--- config.mk ---
export PLATFORM = sky130hd
export DESIGN_NAME = address_keyed_wait_queue_unit
export DESIGN_NICKNAME = d
export VERILOG_FILES = /design/src/rtl/akwq_pkg.sv /design/src/rtl/address_keyed_wait_queue_unit.sv
export SDC_FILE = /design/constraint.sdc
export NUM_CORES = 1
export LEC_CHECK = 0
export BUFFER_PORTS_ARGS = -buffer_cell sky130_fd_sc_hd__buf_4
export CAP_MARGIN = 20
export CORE_MARGIN = 2
export CORE_UTILIZATION = 40
export DETAILED_ROUTE_END_ITERATION = 7
export PLACE_DENSITY_LB_ADDON = 0.2
export SYNTH_ARGS = -nofsm -noshare
export SYNTH_HDL_FRONTEND = slang
export SYNTH_SLANG_ARGS = --single-unit
export TNS_END_PERCENT = 1
--- constraint.sdc ---
create_clock -name clk -period 4.6 [get_ports clk]
set_clock_uncertainty 0.15 [all_clocks]
set_input_delay 0.69 -clock clk [delete_from_list [all_inputs] [get_ports clk]]
set_output_delay 0.69 -clock clk [all_outputs]
set_load 0.01 [all_outputs]
--- src/rtl/akwq_pkg.sv ---
// ---------------------------------------------------------------------------
// akwq_pkg
// Shared widths and codes for the address-keyed wait queue.
// ---------------------------------------------------------------------------
package akwq_pkg;

	localparam int DEF_MAX_THREADS = 16;

	localparam int CMD_W    = 2;
	localparam int THREAD_W = 4;
	localparam int ADDR_W   = 32;
	localparam int STATUS_W = 3;
	localparam int COUNT_W  = 5;

	// command codes
	localparam logic [CMD_W-1:0] CMD_WAIT  = 2'd0;
	localparam logic [CMD_W-1:0] CMD_WAKE  = 2'd1;
	localparam logic [CMD_W-1:0] CMD_LEAVE = 2'd2;

	// result status codes
	localparam logic [STATUS_W-1:0] ST_ENQUEUED    = 3'd0;
	localparam logic [STATUS_W-1:0] ST_FAULT       = 3'd1;
	localparam logic [STATUS_W-1:0] ST_WOULD_BLOCK = 3'd2;
	localparam logic [STATUS_W-1:0] ST_WOKEN       = 3'd3;
	localparam logic [STATUS_W-1:0] ST_WAKE_DONE   = 3'd4;
	localparam logic [STATUS_W-1:0] ST_LEFT        = 3'd5;
	localparam logic [STATUS_W-1:0] ST_NOT_QUEUED  = 3'd6;

endpackage

--- src/rtl/address_keyed_wait_queue_unit.sv ---
// ---------------------------------------------------------------------------
// address_keyed_wait_queue_unit
// Futex-style wait queue: FIFO of waiting threads keyed by address.
// ---------------------------------------------------------------------------
// Channel  Handshake           Payload
// in       in_valid/in_stall   cmd thread_id wait_address expected_value
//                              memory_word address_fault wake_limit
// out      out_valid/out_stall status woken_thread wake_total last
//
// Fault, would-block and not-queued answer in the cycle after the transfer.
// A wait or leave on a queued thread, and a wake with a nonzero limit, run one
// compacting pass over the queue memory: one slot read per cycle, paced by the
// single order-memory read port.
// No clearing pass after reset; queue length and waiting flags reset to zero.
// A stalled output freezes the whole pass; input stays stalled until the
// last result of a command is loaded.
// ---------------------------------------------------------------------------
module address_keyed_wait_queue_unit
	import akwq_pkg::*;
#(
	parameter int MAX_THREADS = DEF_MAX_THREADS
) (
	input  logic                clk,
	input  logic                arst_n,
	input  logic                in_valid,
	output logic                in_stall,
	input  logic [CMD_W-1:0]    cmd,
	input  logic [THREAD_W-1:0] thread_id,
	input  logic [ADDR_W-1:0]   wait_address,
	input  logic [ADDR_W-1:0]   expected_value,
	input  logic [ADDR_W-1:0]   memory_word,
	input  logic                address_fault,
	input  logic [ADDR_W-1:0]   wake_limit,
	output logic                out_valid,
	input  logic                out_stall,
	output logic [STATUS_W-1:0] status,
	output logic [THREAD_W-1:0] woken_thread,
	output logic [COUNT_W-1:0]  wake_total,
	output logic                last
);

	localparam int IDX_W = (MAX_THREADS > 1) ? $clog2(MAX_THREADS) : 1;
	localparam int LEN_W = $clog2(MAX_THREADS + 1);

	typedef enum logic {S_IDLE, S_SCAN} state_t;

	state_t state_q;

	logic [THREAD_W-1:0] order_mem [MAX_THREADS];
	logic [ADDR_W-1:0]   addr_mem  [MAX_THREADS];

	logic [MAX_THREADS-1:0] flag_q;
	logic [LEN_W-1:0]       len_q, r_q, w_q;
	logic [CMD_W-1:0]       cmd_q;
	logic [THREAD_W-1:0]    tid_q;
	logic [ADDR_W-1:0]      addr_q, limit_q;
	logic [COUNT_W-1:0]     cnt_q;

	logic                v_s2, v_s3, flag_s3;
	logic [THREAD_W-1:0] ord_rd_s2, t_s3;
	logic [ADDR_W-1:0]   addr_rd_s3;

	logic                out_valid_q, last_q;
	logic [STATUS_W-1:0] status_q;
	logic [THREAD_W-1:0] woken_q;
	logic [COUNT_W-1:0]  count_q;

	logic             adv, issue, drop_s3, done, tid_ok, appending;
	logic             ord_we, addr_we;
	logic [IDX_W-1:0] tidx_in, tidx_q, ord_wa;
	logic [THREAD_W-1:0] ord_wd;

	// everything moves only when the output register can take a result
	assign adv      = !out_valid_q || !out_stall;
	assign in_stall = !((state_q == S_IDLE) && adv);
	assign tidx_in  = IDX_W'(thread_id);
	assign tidx_q   = IDX_W'(tid_q);
	assign tid_ok   = (32'(thread_id) < MAX_THREADS);

	assign issue = (state_q == S_SCAN) && adv && (r_q != len_q);
	assign done  = (state_q == S_SCAN) && !v_s2 && !v_s3 && (r_q == len_q);

	// a slot leaves the queue: a woken match, or the thread being unqueued
	assign drop_s3 = v_s3 && flag_s3 &&
		((cmd_q == CMD_WAKE) ? ((addr_rd_s3 == addr_q) && (limit_q != '0))
		                     : (t_s3 == tid_q));

	assign appending = (cmd_q == CMD_WAIT) && (w_q != LEN_W'(MAX_THREADS));

	assign ord_we  = adv && ((v_s3 && !drop_s3) || (done && appending));
	assign ord_wa  = w_q[IDX_W-1:0];
	assign ord_wd  = v_s3 ? t_s3 : tid_q;
	assign addr_we = adv && done && appending;

	// order memory: kept slots are written back compacted, w_q <= r_q
	always_ff @(posedge clk) begin
		if (ord_we)
			order_mem[ord_wa] <= ord_wd;
		if (issue)
			ord_rd_s2 <= order_mem[r_q[IDX_W-1:0]];
	end

	// address memory: written on append, read by thread in the second stage
	always_ff @(posedge clk) begin
		if (addr_we)
			addr_mem[tidx_q] <= addr_q;
		if (adv && v_s2)
			addr_rd_s3 <= addr_mem[IDX_W'(ord_rd_s2)];
	end

	always_ff @(posedge clk or negedge arst_n) begin
		if (!arst_n) begin
			state_q     <= S_IDLE;
			flag_q      <= '0;
			len_q       <= '0;
			r_q         <= '0;
			w_q         <= '0;
			cmd_q       <= CMD_WAIT;
			tid_q       <= '0;
			addr_q      <= '0;
			limit_q     <= '0;
			cnt_q       <= '0;
			v_s2        <= 1'b0;
			v_s3        <= 1'b0;
			flag_s3     <= 1'b0;
			t_s3        <= '0;
			out_valid_q <= 1'b0;
			status_q    <= ST_ENQUEUED;
			woken_q     <= '0;
			count_q     <= '0;
			last_q      <= 1'b0;
		end else if (adv) begin
			out_valid_q <= 1'b0;
			woken_q     <= '0;
			count_q     <= '0;
			last_q      <= 1'b1;

			v_s2 <= issue;
			if (issue)
				r_q <= r_q + LEN_W'(1);

			v_s3 <= v_s2;
			t_s3 <= ord_rd_s2;
			if (v_s2)
				flag_s3 <= flag_q[IDX_W'(ord_rd_s2)];

			if (v_s3) begin
				if (drop_s3) begin
					flag_q[IDX_W'(t_s3)] <= 1'b0;
					if (cmd_q == CMD_WAKE) begin
						out_valid_q <= 1'b1;
						status_q    <= ST_WOKEN;
						woken_q     <= t_s3;
						last_q      <= 1'b0;
						limit_q     <= limit_q - 32'd1;
						cnt_q       <= cnt_q + COUNT_W'(1);
					end
				end else begin
					w_q <= w_q + LEN_W'(1);
				end
			end

			unique case (state_q)
				S_IDLE: begin
					if (in_valid) begin
						cmd_q   <= cmd;
						tid_q   <= thread_id;
						addr_q  <= wait_address;
						limit_q <= wake_limit;
						cnt_q   <= '0;
						case (cmd)
							CMD_WAIT: begin
								if (address_fault || !tid_ok) begin
									out_valid_q <= 1'b1;
									status_q    <= ST_FAULT;
								end else if (memory_word != expected_value) begin
									out_valid_q <= 1'b1;
									status_q    <= ST_WOULD_BLOCK;
								end else begin
									state_q <= S_SCAN;
									r_q     <= flag_q[tidx_in] ? '0 : len_q;
									w_q     <= flag_q[tidx_in] ? '0 : len_q;
								end
							end
							CMD_WAKE: begin
								state_q <= S_SCAN;
								r_q     <= (wake_limit != '0) ? '0 : len_q;
								w_q     <= (wake_limit != '0) ? '0 : len_q;
							end
							CMD_LEAVE: begin
								if (tid_ok && flag_q[tidx_in]) begin
									state_q <= S_SCAN;
									r_q     <= '0;
									w_q     <= '0;
								end else begin
									out_valid_q <= 1'b1;
									status_q    <= ST_NOT_QUEUED;
								end
							end
							default: ;
						endcase
					end
				end
				S_SCAN: begin
					if (done) begin
						state_q     <= S_IDLE;
						out_valid_q <= 1'b1;
						len_q       <= appending ? (w_q + LEN_W'(1)) : w_q;
						if (appending)
							flag_q[tidx_q] <= 1'b1;
						case (cmd_q)
							CMD_WAIT:  status_q <= ST_ENQUEUED;
							CMD_WAKE: begin
								status_q <= ST_WAKE_DONE;
								count_q  <= cnt_q;
							end
							default:   status_q <= ST_LEFT;
						endcase
					end
				end
				default: state_q <= S_IDLE;
			endcase
		end
	end

	assign out_valid    = out_valid_q;
	assign status       = status_q;
	assign woken_thread = woken_q;
	assign wake_total   = count_q;
	assign last         = last_q;

endmodule

==> flow_metrics.tcl, run 1 <==
set metrics [dict create \
    grt_pass1_wl_mm 116 \
    start_kind "register" \
    ios 154 \
    regArea_mm2 0.0216 \
    ys_types 68 \
    htree_levels 3 \
    synth-warning-count 0 \
    gp_congestion 0.850 \
    reg2reg_slack_ns 0.68 \
    ys_seq_elements 740 \
    avgViaCountPerCell 5.69 \
    hold_depth 3 \
    nNetsFinal 2135 \
    grt_pass1_vias 18000 \
    synth_flop_cell "edfxtp_1" \
    grt_usage_pct 20.0 \
    cts_sinks 740 \
    numCtsBuffers 79 \
    ys_seq_area_share_pct 70.7 \
    r2r_end "limit_q[29]" \
    synth_simple_gate_area_share_pct 7.28 \
    top_layer "met4" \
    multi_input_area_mm2 0.00865 \
    rows 101 \
    worstSetupPathType "reg -> reg" \
    hold_path.class "in -> reg" \
    synthXorXnorAreaFrac_pct 2.27 \
    syn_inst 1778 \
    holdWs_ns 0.107 \
    max_freq_ghz 0.255 \
    drtPass1Iterations 7 \
    dr_wl_met2_mm 38.4 \
    synth_compound_area_share_pct 3.65 \
    tritoncts "done" \
    worstMarginPinSlew_ns 1.11 \
    die_h_um 280 \
    rsz0062_at_grt "false" \
    outcome "finished clean" \
    grt_overflow 0 \
    start_util_pct 40.3 \
    post_cts_buffers 0 \
    vias 17200 \
    drc 0 \
    synth_nets 1925 \
    syn_avg_cell_area_um2 17.2 \
    maxCapViolCount 0 \
    synthAdderAreaFrac_pct 0.328 \
    finalInstanceArea_mm2 0.0361 \
    nFillCells 6357 \
    clock_latency_ns 0.63 \
    endpoint_kind "register" \
    grt_max_degree 79 \
    place.detailed.hpwl_mm 45.8 \
    utilization_pct 47.7 \
    cts.clk_slew.worst_paths_ns 0.06 \
    worstHoldEndpoint "addr_q[23]" \
    ys_top_cells_by_area "edfxtp_1 60%, mux4_2 14%, dfrtp_1 10%" \
    slew_headroom_pct 25.9 \
    met3_length_mm 4.55 \
    yosys-top-cells-count "612 x edfxtp_1, 225 x nand2_1, 190 x mux4_2, 128 x dfrtp_1, 64 x xnor2_1" \
    setup_violations 0 \
    yosysMostFrequentCell "edfxtp_1" \
    wl_met1_mm 33.1 \
    port_buffers 153 \
    drtIter0Drc 1687 \
    synth_largest_area_cell "edfxtp_1" \
    ctsLongestPathBuffers 3 \
    drt-total-wl_mm 77.5 \
    n_antenna_cell 0 \
    cp_data_arrival_time_ns 4.26 \
    fp.dieW_um 280 \
    finalCritPeriodShare_pct 85.3 \
    area_growth_pct 18.4 \
    worstHoldStart "wait_address[23]" \
    placed_cell_area_mm2 0.0334 \
    root_buffer "clkbuf_16" \
    muxShareOfSynthArea_pct 14.4 \
    syn_area_mm2 0.0305 \
    finalMaxSlewViolations 0 \
    drt-wirelength-per-cell_um 25.6 \
    final_layout_size_suffix_gt1_share_pct 27.5 \
    grt_antenna_before_repair 0 \
    dieArea_mm2 0.0785 \
    layout_min_cycle_time_ns 3.92 \
    critPathRequiredTime_ns 4.93 \
    coreArea_mm2 0.0757 \
    p_leak_nw 12.6 \
    hold_violations 0 \
    irDropWorstVdd_mv 0.340 \
    finalSetupTns_ns 0 \
    timing.rr.start "addr_q[26]" \
    ff2ff_path_depth 9 \
    detail-route-antenna-nets 0 \
    synth_top_area_share_pct 60.2 \
    synth_top_family_by_area "multiplexers" \
    synth-edff-count 612 \
    power_density_mw_per_mm2 623 \
    async_flop_share_pct 17.3 \
    critical_path_peak_fanout 18 \
]
routing by layer:
metal | GRT usage (%) | vias up
li1 | - | 7479
met1 | 27.7 | 9034
met2 | 33.1 | 616
met3 | 3.30 | 108
met4 | 4.85 | 0
met5 | 0 | -
cell type report:
cell class,count,share of cell area (%)
Sequential cell,740,59.7
Multi-Input combinational cell,932,23.9
Clock buffer,97,5.86
Timing Repair Buffer,215,5.11
Tap cell,978,3.39
Clock inverter,50,1.75
Inverter,20,0.208
worst max-delay path, cell delays in order (launching register included):
cell and delay, ns:
dfrtp_1 0.68, xor2_1 0.24, nor2_1 0.18, nor4b_1 0.80
o2111ai_2 0.38, nor2_2 0.39, buf_4 0.25, and3_1 0.33
a21oi_1 0.11, a211o_1 0.27
cell usage in the layout (no fill, tap or decap), drive strengths merged, types with 8 or more instances in the layout:
master | netlist | final
a21oi | 27 | 27
mux2 | 8 | 8
nand4 | 33 | 33
nor2 | 64 | 64
o31ai | 8 | 8
o21ai | 62 | 62
nor3 | 24 | 24
dfrtp | 128 | 128
nand2b | 10 | 10
nand2 | 225 | 225
ha | 8 | 8
xnor2 | 64 | 64
xor2 | 15 | 15
o211ai | 8 | 8
edfxtp | 612 | 612
clkbuf | 61 | 97
inv | 20 | 21
nor4 | 22 | 22
and3 | 28 | 28
clkinv | 0 | 35
buf | 25 | 214
nand3 | 27 | 27
bufinv | 0 | 11
mux4 | 190 | 190
where the power goes:
group / switching (mW) / leakage (nW) / total (mW) / internal (mW)
combinational: 3.09 / 4.05 / 5.83 / 2.73
clock: 2.69 / 1.34 / 6.63 / 3.94
sequential: 1.15 / 7.20 / 10.0 / 8.88
total: 6.93 / 12.6 / 22.5 / 15.6
flip-flops by register name (all words and copies together), names as in the netlist, 5 cells and up:
name,count
wake_total,5
addr_rd_s3,32
limit_q,32
cnt_q,5
flag_q,16
r_q,5
len_q,5
w_q,5
addr_q,32
order_mem,64
addr_mem,512
cells by family after synthesis:
kind of cell / Yosys count
and+or+nand+nor: 476
AOI/OAI and AO/OA: 169
adders and majority gates: 8
muxes: 200
DFF: 740
xor gates and xnor gates: 79
buffers and inverters: 106
how the worst max path moves through the flow:
stage / start / end / cells after the start
global route: addr_q[26] / limit_q[29] / 9
floorplan: w_q[0] / addr_mem[4][0] / 7
finish: addr_q[26] / limit_q[29] / 9
global placement: addr_q[4] / limit_q[29] / 9
detailed placement: addr_q[4] / limit_q[29] / 9
CTS: addr_q[26] / limit_q[29] / 9
metrics by stage:
stage / power (mW) / std cells / setup slack (ns)
global placement: 16.0 / 2884 / 0.845
finish: 22.5 / 3032 / 0.677
detailed placement: 16.1 / 2884 / 0.707
CTS: 22.7 / 3032 / 0.692
global route: 23.5 / 3032 / 0.511
floorplan: 13.8 / 1778 / 0.581
repair_timing:
item                                   CTS  global route
gates resized for setup                  0             0
hold buffers                             1             0
endpoints found under the hold margin   50             0
No activity file was read; power rests on OpenSTA's default activity.
==> run 2, diff against run 1 <==
--- a/config.mk
+++ b/config.mk
@@ -9,6 +9,7 @@
 export CAP_MARGIN = 20
 export CORE_MARGIN = 2
 export CORE_UTILIZATION = 40
+export CTS_BUF_LIST = sky130_fd_sc_hd__clkbuf_8
 export DETAILED_ROUTE_END_ITERATION = 7
 export PLACE_DENSITY_LB_ADDON = 0.2
 export SYNTH_ARGS = -nofsm -noshare
==> run 2 against run 1 <==
Net effect: cell area fell by 0.25%; non-clock buffer count rose by 24; hold slack got worse by 0.044 ns; worst setup slack got worse by 0.0050 ns; global-route usage rose by 0.20 points; die area did not move; via count rose by 2.2%; clock-buffer cell count rose by 35.
==> flow_metrics.tcl, run 2 (synthesized netlist as in run 1, its figures left out) <==
set metrics [dict create \
    ff2ff_path_depth 9 \
    post_cts_buffers 0 \
    hold_path.class "in -> reg" \
    total_power_mw 21.6 \
    path_buf_inv 1 \
    coreArea_mm2 0.0757 \
    cts_hold_buf 25 \
    vias 17600 \
    p_leak_nw 12.7 \
    fp.dieW_um 280 \
    setup_slack_ns 0.672 \
    setup_violations 0 \
    hold_depth 3 \
    irDropWorstVdd_mv 0.348 \
    grt_overflow 0 \
    rows 101 \
    cts_sinks 740 \
    regArea_mm2 0.0216 \
    final_cell_mix "612 x edfxtp_1, 224 x nand2_1, 195 x buf_4" \
    root_buffer "clkbuf_8" \
    nNetsFinal 2199 \
    power_density_mw_per_mm2 598 \
    drtPass1Iterations 5 \
    ctsLongestPathBuffers 3 \
    layout_min_cycle_time_ns 3.93 \
    grt_max_degree 79 \
    n_antenna_cell 0 \
    cp_slowest_cell "nor4b_1" \
    holdWs_ns 0.0632 \
    grt_pass1_wl_mm 118 \
    drc 0 \
    cpPeakStageDelay_ns 0.81 \
    start_kind "register" \
    multi_input_area_mm2 0.00865 \
    critical_path_peak_fanout 18 \
    cts.clk_slew.worst_paths_ns 0.07 \
    area_growth_pct 18.1 \
    die_h_um 280 \
    critPathRequiredTime_ns 5.05 \
    cp_data_arrival_time_ns 4.38 \
    finalMaxSlewViolations 0 \
    grt_pass1_vias 18500 \
    reg_top3 "addr_mem (512), order_mem (64)" \
    detail-route-antenna-nets 0 \
    place.detailed.hpwl_mm 45.8 \
    dieArea_mm2 0.0785 \
    largest_reg_flops 512 \
    tritoncts "done" \
    worstSetupPathType "reg -> reg" \
    gp_congestion 0.850 \
    grt_usage_pct 20.2 \
    final_common_cell "edfxtp_1" \
    hold_violations 0 \
    post_cts_resized 0 \
    drt-total-wl_mm 78.4 \
    clock_latency_ns 0.73 \
    preCtsSetupSlack_ns 0.707 \
    outcome "finished clean" \
    start_util_pct 40.3 \
    drt-wirelength-per-cell_um 25.0 \
    slew_headroom_pct 26.2 \
    path_cells "xor2_1 > nor2_1 > nor4b_1 > o2111ai_2 > nor2_2 > buf_4 > and3_1 > a21oi_1 > a211o_1" \
    max_freq_ghz 0.255 \
    nFillCells 6428 \
    path_delay_family "simple AND/OR/NAND/NOR gates" \
    top_register "addr_mem" \
    cp.depth 9 \
    port_buffers 153 \
    endpoint_kind "register" \
    grt_antenna_before_repair 0 \
    rsz0062_at_grt "false" \
    avgViaCountPerCell 5.62 \
    finalCritPeriodShare_pct 85.4 \
    ios 154 \
    final_layout_size_suffix_gt1_share_pct 28.0 \
    htree_levels 3 \
    maxCapViolCount 0 \
    drtIter0Drc 1645 \
    numCtsBuffers 119 \
    finalSetupTns_ns 0 \
    worstMarginPinSlew_ns 1.11 \
]
run 2: tightest hold or removal path, stage by stage:
cell and delay, ns:
buf_4 0.11, nand2_1 0.05, nand2_1 0.05
run 2: final timing paths:
kind	from	to	slack, ns
max	addr_q[26]	limit_q[29]	0.67
min	wait_address[30]	addr_q[30]	0.06
max reg2reg	addr_q[26]	limit_q[29]	0.67
min reg2reg	wake_total[3]	wake_total[3]	0.35
max in group asynchronous	arst_n	addr_q[26]	2.97
min in group asynchronous	arst_n	w_q[2]	0.39
run 2: metal layers:
layer  vias to the layer above  GRT usage (%)  share of wire (%)
met3                       132           3.22                6.4
met2                       694           33.6                 49
met5                         -              0                  0
li1                       7620              -                  -
met1                      9175           27.6                 42
met4                         0           5.84                2.1
run 2: area by class of cell:
cell class                      count  share of cell area (%)
Inverter                           20                   0.208
Timing Repair Buffer              239                    5.79
Multi-Input combinational cell    932                    24.0
Clock buffer                      132                    5.04
Clock inverter                     96                    1.67
Tap cell                          978                    3.40
Sequential cell                   740                    59.9
run 2: power by group:
part | total, mW | switching [mW] | internal [mW]
combinational | 5.84 | 3.10 | 2.75
sequential | 10.0 | 1.15 | 8.88
clock | 5.67 | 2.68 | 2.99
total | 21.6 | 6.93 | 14.6
run 2: stage by stage:
stage | cells | area [um^2] | utilization (%)
after floorplan | 1778 | 30500 | -
after global placement | 2884 | 33400 | 44.1
after detailed placement | 2884 | 33400 | 44.1
after CTS | 3137 | 36000 | 47.6
after global routing | 3137 | 36000 | 47.6
final | 3137 | 36000 | 47.6
==> run 3, diff against run 2 <==
--- a/config.mk
+++ b/config.mk
@@ -7,11 +7,13 @@
 export LEC_CHECK = 0
 export BUFFER_PORTS_ARGS = -buffer_cell sky130_fd_sc_hd__buf_4
 export CAP_MARGIN = 20
+export CORE_ASPECT_RATIO = 0.5
 export CORE_MARGIN = 2
 export CORE_UTILIZATION = 40
 export CTS_BUF_LIST = sky130_fd_sc_hd__clkbuf_8
 export DETAILED_ROUTE_END_ITERATION = 7
 export PLACE_DENSITY_LB_ADDON = 0.2
+export RECOVER_POWER = 25
 export SYNTH_ARGS = -nofsm -noshare
 export SYNTH_HDL_FRONTEND = slang
 export SYNTH_SLANG_ARGS = --single-unit
==> constraint.sdc (replaced) <==
create_clock -name clk -period 3.6 [get_ports clk]
set_clock_uncertainty 0.15 [all_clocks]
set_input_delay 0.54 -clock clk [delete_from_list [all_inputs] [get_ports clk]]
set_output_delay 0.54 -clock clk [all_outputs]
set_load 0.01 [all_outputs]
==> run 3 against run 2 <==
Net effect: the run now ends with capacitance limit, slew limit left; cell area rose by 2.0%; clock power increased by 18%; core utilization grew 1.2 points; combinational power is 44% higher; sequential share of layout area is 1.2 points lower; wire length grew 0.80%; cell count increased by 4.4%; non-clock buffer count up 120; largest cell class unchanged; highest routed layer unchanged.
==> flow_metrics.tcl, run 3 (synthesized netlist as in run 1, its figures left out) <==
set metrics [dict create \
    tritoncts "done" \
    nNetsFinal 2310 \
    gp_congestion 0.831 \
    finalCritPeriodShare_pct 93.2 \
    fp.dieW_um 395 \
    worstSetupPathType "reg -> reg" \
    final_cell_mix "612 x edfxtp_1, 243 x buf_4, 224 x nand2_1" \
    drtIter0Drc 1795 \
    grt_max_degree 81 \
    place.detailed.hpwl_mm 48.0 \
    cts_sinks 740 \
    n_antenna_cell 0 \
    pwr-share-comb_pct 30.8 \
    drt-total-wl_mm 79.0 \
    setup_violations 0 \
    power_density_mw_per_mm2 743 \
    reg_top3 "addr_mem (512), order_mem (64)" \
    rows 71 \
    numCtsBuffers 110 \
    multi_input_area_mm2 0.00866 \
    critPathRequiredTime_ns 3.85 \
    largest_reg_flops 512 \
    p_leak_nw 13.0 \
    outcome "complete, but fails checks" \
    detail-route-antenna-nets 0 \
    max_freq_ghz 0.298 \
    dieArea_mm2 0.0786 \
    die_h_um 199 \
    holdWs_ns 0.141 \
    top_layer "met4" \
    cpPeakStageDelay_ns 0.56 \
    root_buffer "clkbuf_8" \
    placed_cell_area_mm2 0.0340 \
    path_buf_inv 0 \
    path_cells "or4_1 > or2_1 > or3_1 > o2111ai_2 > a31oi_2 > a21oi_4 > and3_1" \
    post_cts_buffers 0 \
    start_util_pct 40.5 \
    finalMaxSlewViolations 81 \
    port_buffers 153 \
    grt_overflow 0 \
    drt-wirelength-per-cell_um 24.1 \
    start_kind "register" \
    avgViaCountPerCell 5.46 \
    area_growth_pct 20.4 \
    clock_latency_ns 0.74 \
    cp_slowest_cell "or4_1" \
    p_int_mw 18.4 \
    hold_path.class "in -> reg" \
    ios 154 \
    grt_antenna_before_repair 0 \
    layout_min_cycle_time_ns 3.35 \
    final_common_cell "edfxtp_1" \
    top_register "addr_mem" \
    cp_data_arrival_time_ns 3.60 \
    violations "capacitance limit, slew limit" \
    maxCapViolCount 1 \
    slew_headroom_pct -62.6 \
    grt_usage_pct 20.3 \
    rsz0062_at_grt "false" \
    ctsLongestPathBuffers 3 \
    dr_wl_met2_mm 37.6 \
    drc 0 \
    nFillCells 6457 \
    cts.clk_slew.worst_paths_ns 0.07 \
    finalInstanceArea_mm2 0.0367 \
    grt_pass1_wl_mm 118 \
    met3_length_mm 5.05 \
    vias 17900 \
    pwr-share-clk_pct 24.5 \
    endpoint_kind "register" \
    regArea_mm2 0.0216 \
    wl_met1_mm 35.3 \
    critical_path_peak_fanout 16 \
    grt_pass1_vias 18400 \
    hold_violations 0 \
    htree_levels 3 \
    final_layout_size_suffix_gt1_share_pct 28.0 \
    switching_share_pct 32.5 \
    worstMarginPinSlew_ns 2.44 \
    net-switching-power_mw 8.87 \
    seqPwrFrac_pct 44.6 \
    drtPass1Iterations 7 \
    coreArea_mm2 0.0753 \
    path_delay_family "simple AND/OR/NAND/NOR gates" \
    irDropWorstVdd_mv 0.431 \
]
run 3: cell types whose count changed in the layout (fill, tap and decap cells not counted), moves of 2 or more:
cell,delta
clkinv_2,-8
clkinvlp_4,-2
inv_12,+2
clkinv_8,-2
buf_4,+48
clkinv_1,-6
clkbuf_1,+24
dlygate4sd3_1,+49
clkbuf_8,-5
bufinv_16,-4
run 3: per-stage QoR:
| stage | setup TNS (ns) | worst slack (ns) | total power [mW] | util, % | std cells |
|---|---|---|---|---|---|
| 2_1_floorplan | -121.98 | -0.419 | 17.6 | - | 1778 |
| 3_3_place_gp | 0 | 0.0319 | 20.8 | 45.1 | 2999 |
| 3_5_place_dp | 0 | 0.0236 | 20.9 | 45.1 | 2999 |
| 4_1_cts | 0 | 0.228 | 27.7 | 48.9 | 3276 |
| 5_1_grt | 0 | 0.0860 | 28.7 | 48.8 | 3276 |
| 6_report | 0 | 0.245 | 27.3 | 48.8 | 3276 |
run 3: area by class of cell:
class,count,share of cell area (%)
multi-input combinational,932,23.6
sequential,740,58.7
clock inverter,76,1.09
inverter,20,0.204
timing repair buffer,359,8.17
clock buffer,127,4.76
tap,1022,3.48
run 3: path summary, 6_finish.rpt:
kind | start | endpoint | slack (ns) | depth (start not counted)
setup / recovery | limit_q[22] | order_mem[4][2] | 0.25 | 7
hold / removal | in_valid | status[2] | 0.14 | 4
setup reg to reg | limit_q[22] | order_mem[4][2] | 0.25 | 7
hold reg to reg | wake_total[2] | wake_total[2] | 0.32 | 2
max in group asynchronous | arst_n | addr_q[13] | 0.63 | 3
min in group asynchronous | arst_n | len_q[4] | 0.53 | 3
run 3: worst register-to-register path, cell delays in order (launching register included):
cell and delay [ns]:
dfrtp_1 0.40, or4_1 0.56, or2_1 0.25, or3_1 0.32, o2111ai_2 0.34, a31oi_2 0.19
a21oi_4 0.45, and3_1 0.35
run 3: what timing repair did:
action                                  CTS  global route
endpoints found under the setup margin   32             0
gates resized for setup                   1             0
endpoints found under the hold margin   201             0
hold buffers                             74             0
run 3: power by group through the flow:
stage               Sequential [mW]  Clock, mW  Combinational (mW)
finish                         12.2       6.69                8.41
global route                   12.3       7.26                9.13
CTS                            12.2       6.87                8.65
detailed placement             12.3          0                8.55
global placement               12.3          0                8.47
floorplan                      12.4          0                5.27
run 3: layer usage:
layer / vias up / global-route usage, %
met5: - / 0
li1: 7823 / -
met1: 9382 / 29.4
met4: 0 / 4.10
met2: 587 / 32.4
met3: 87 / 3.62
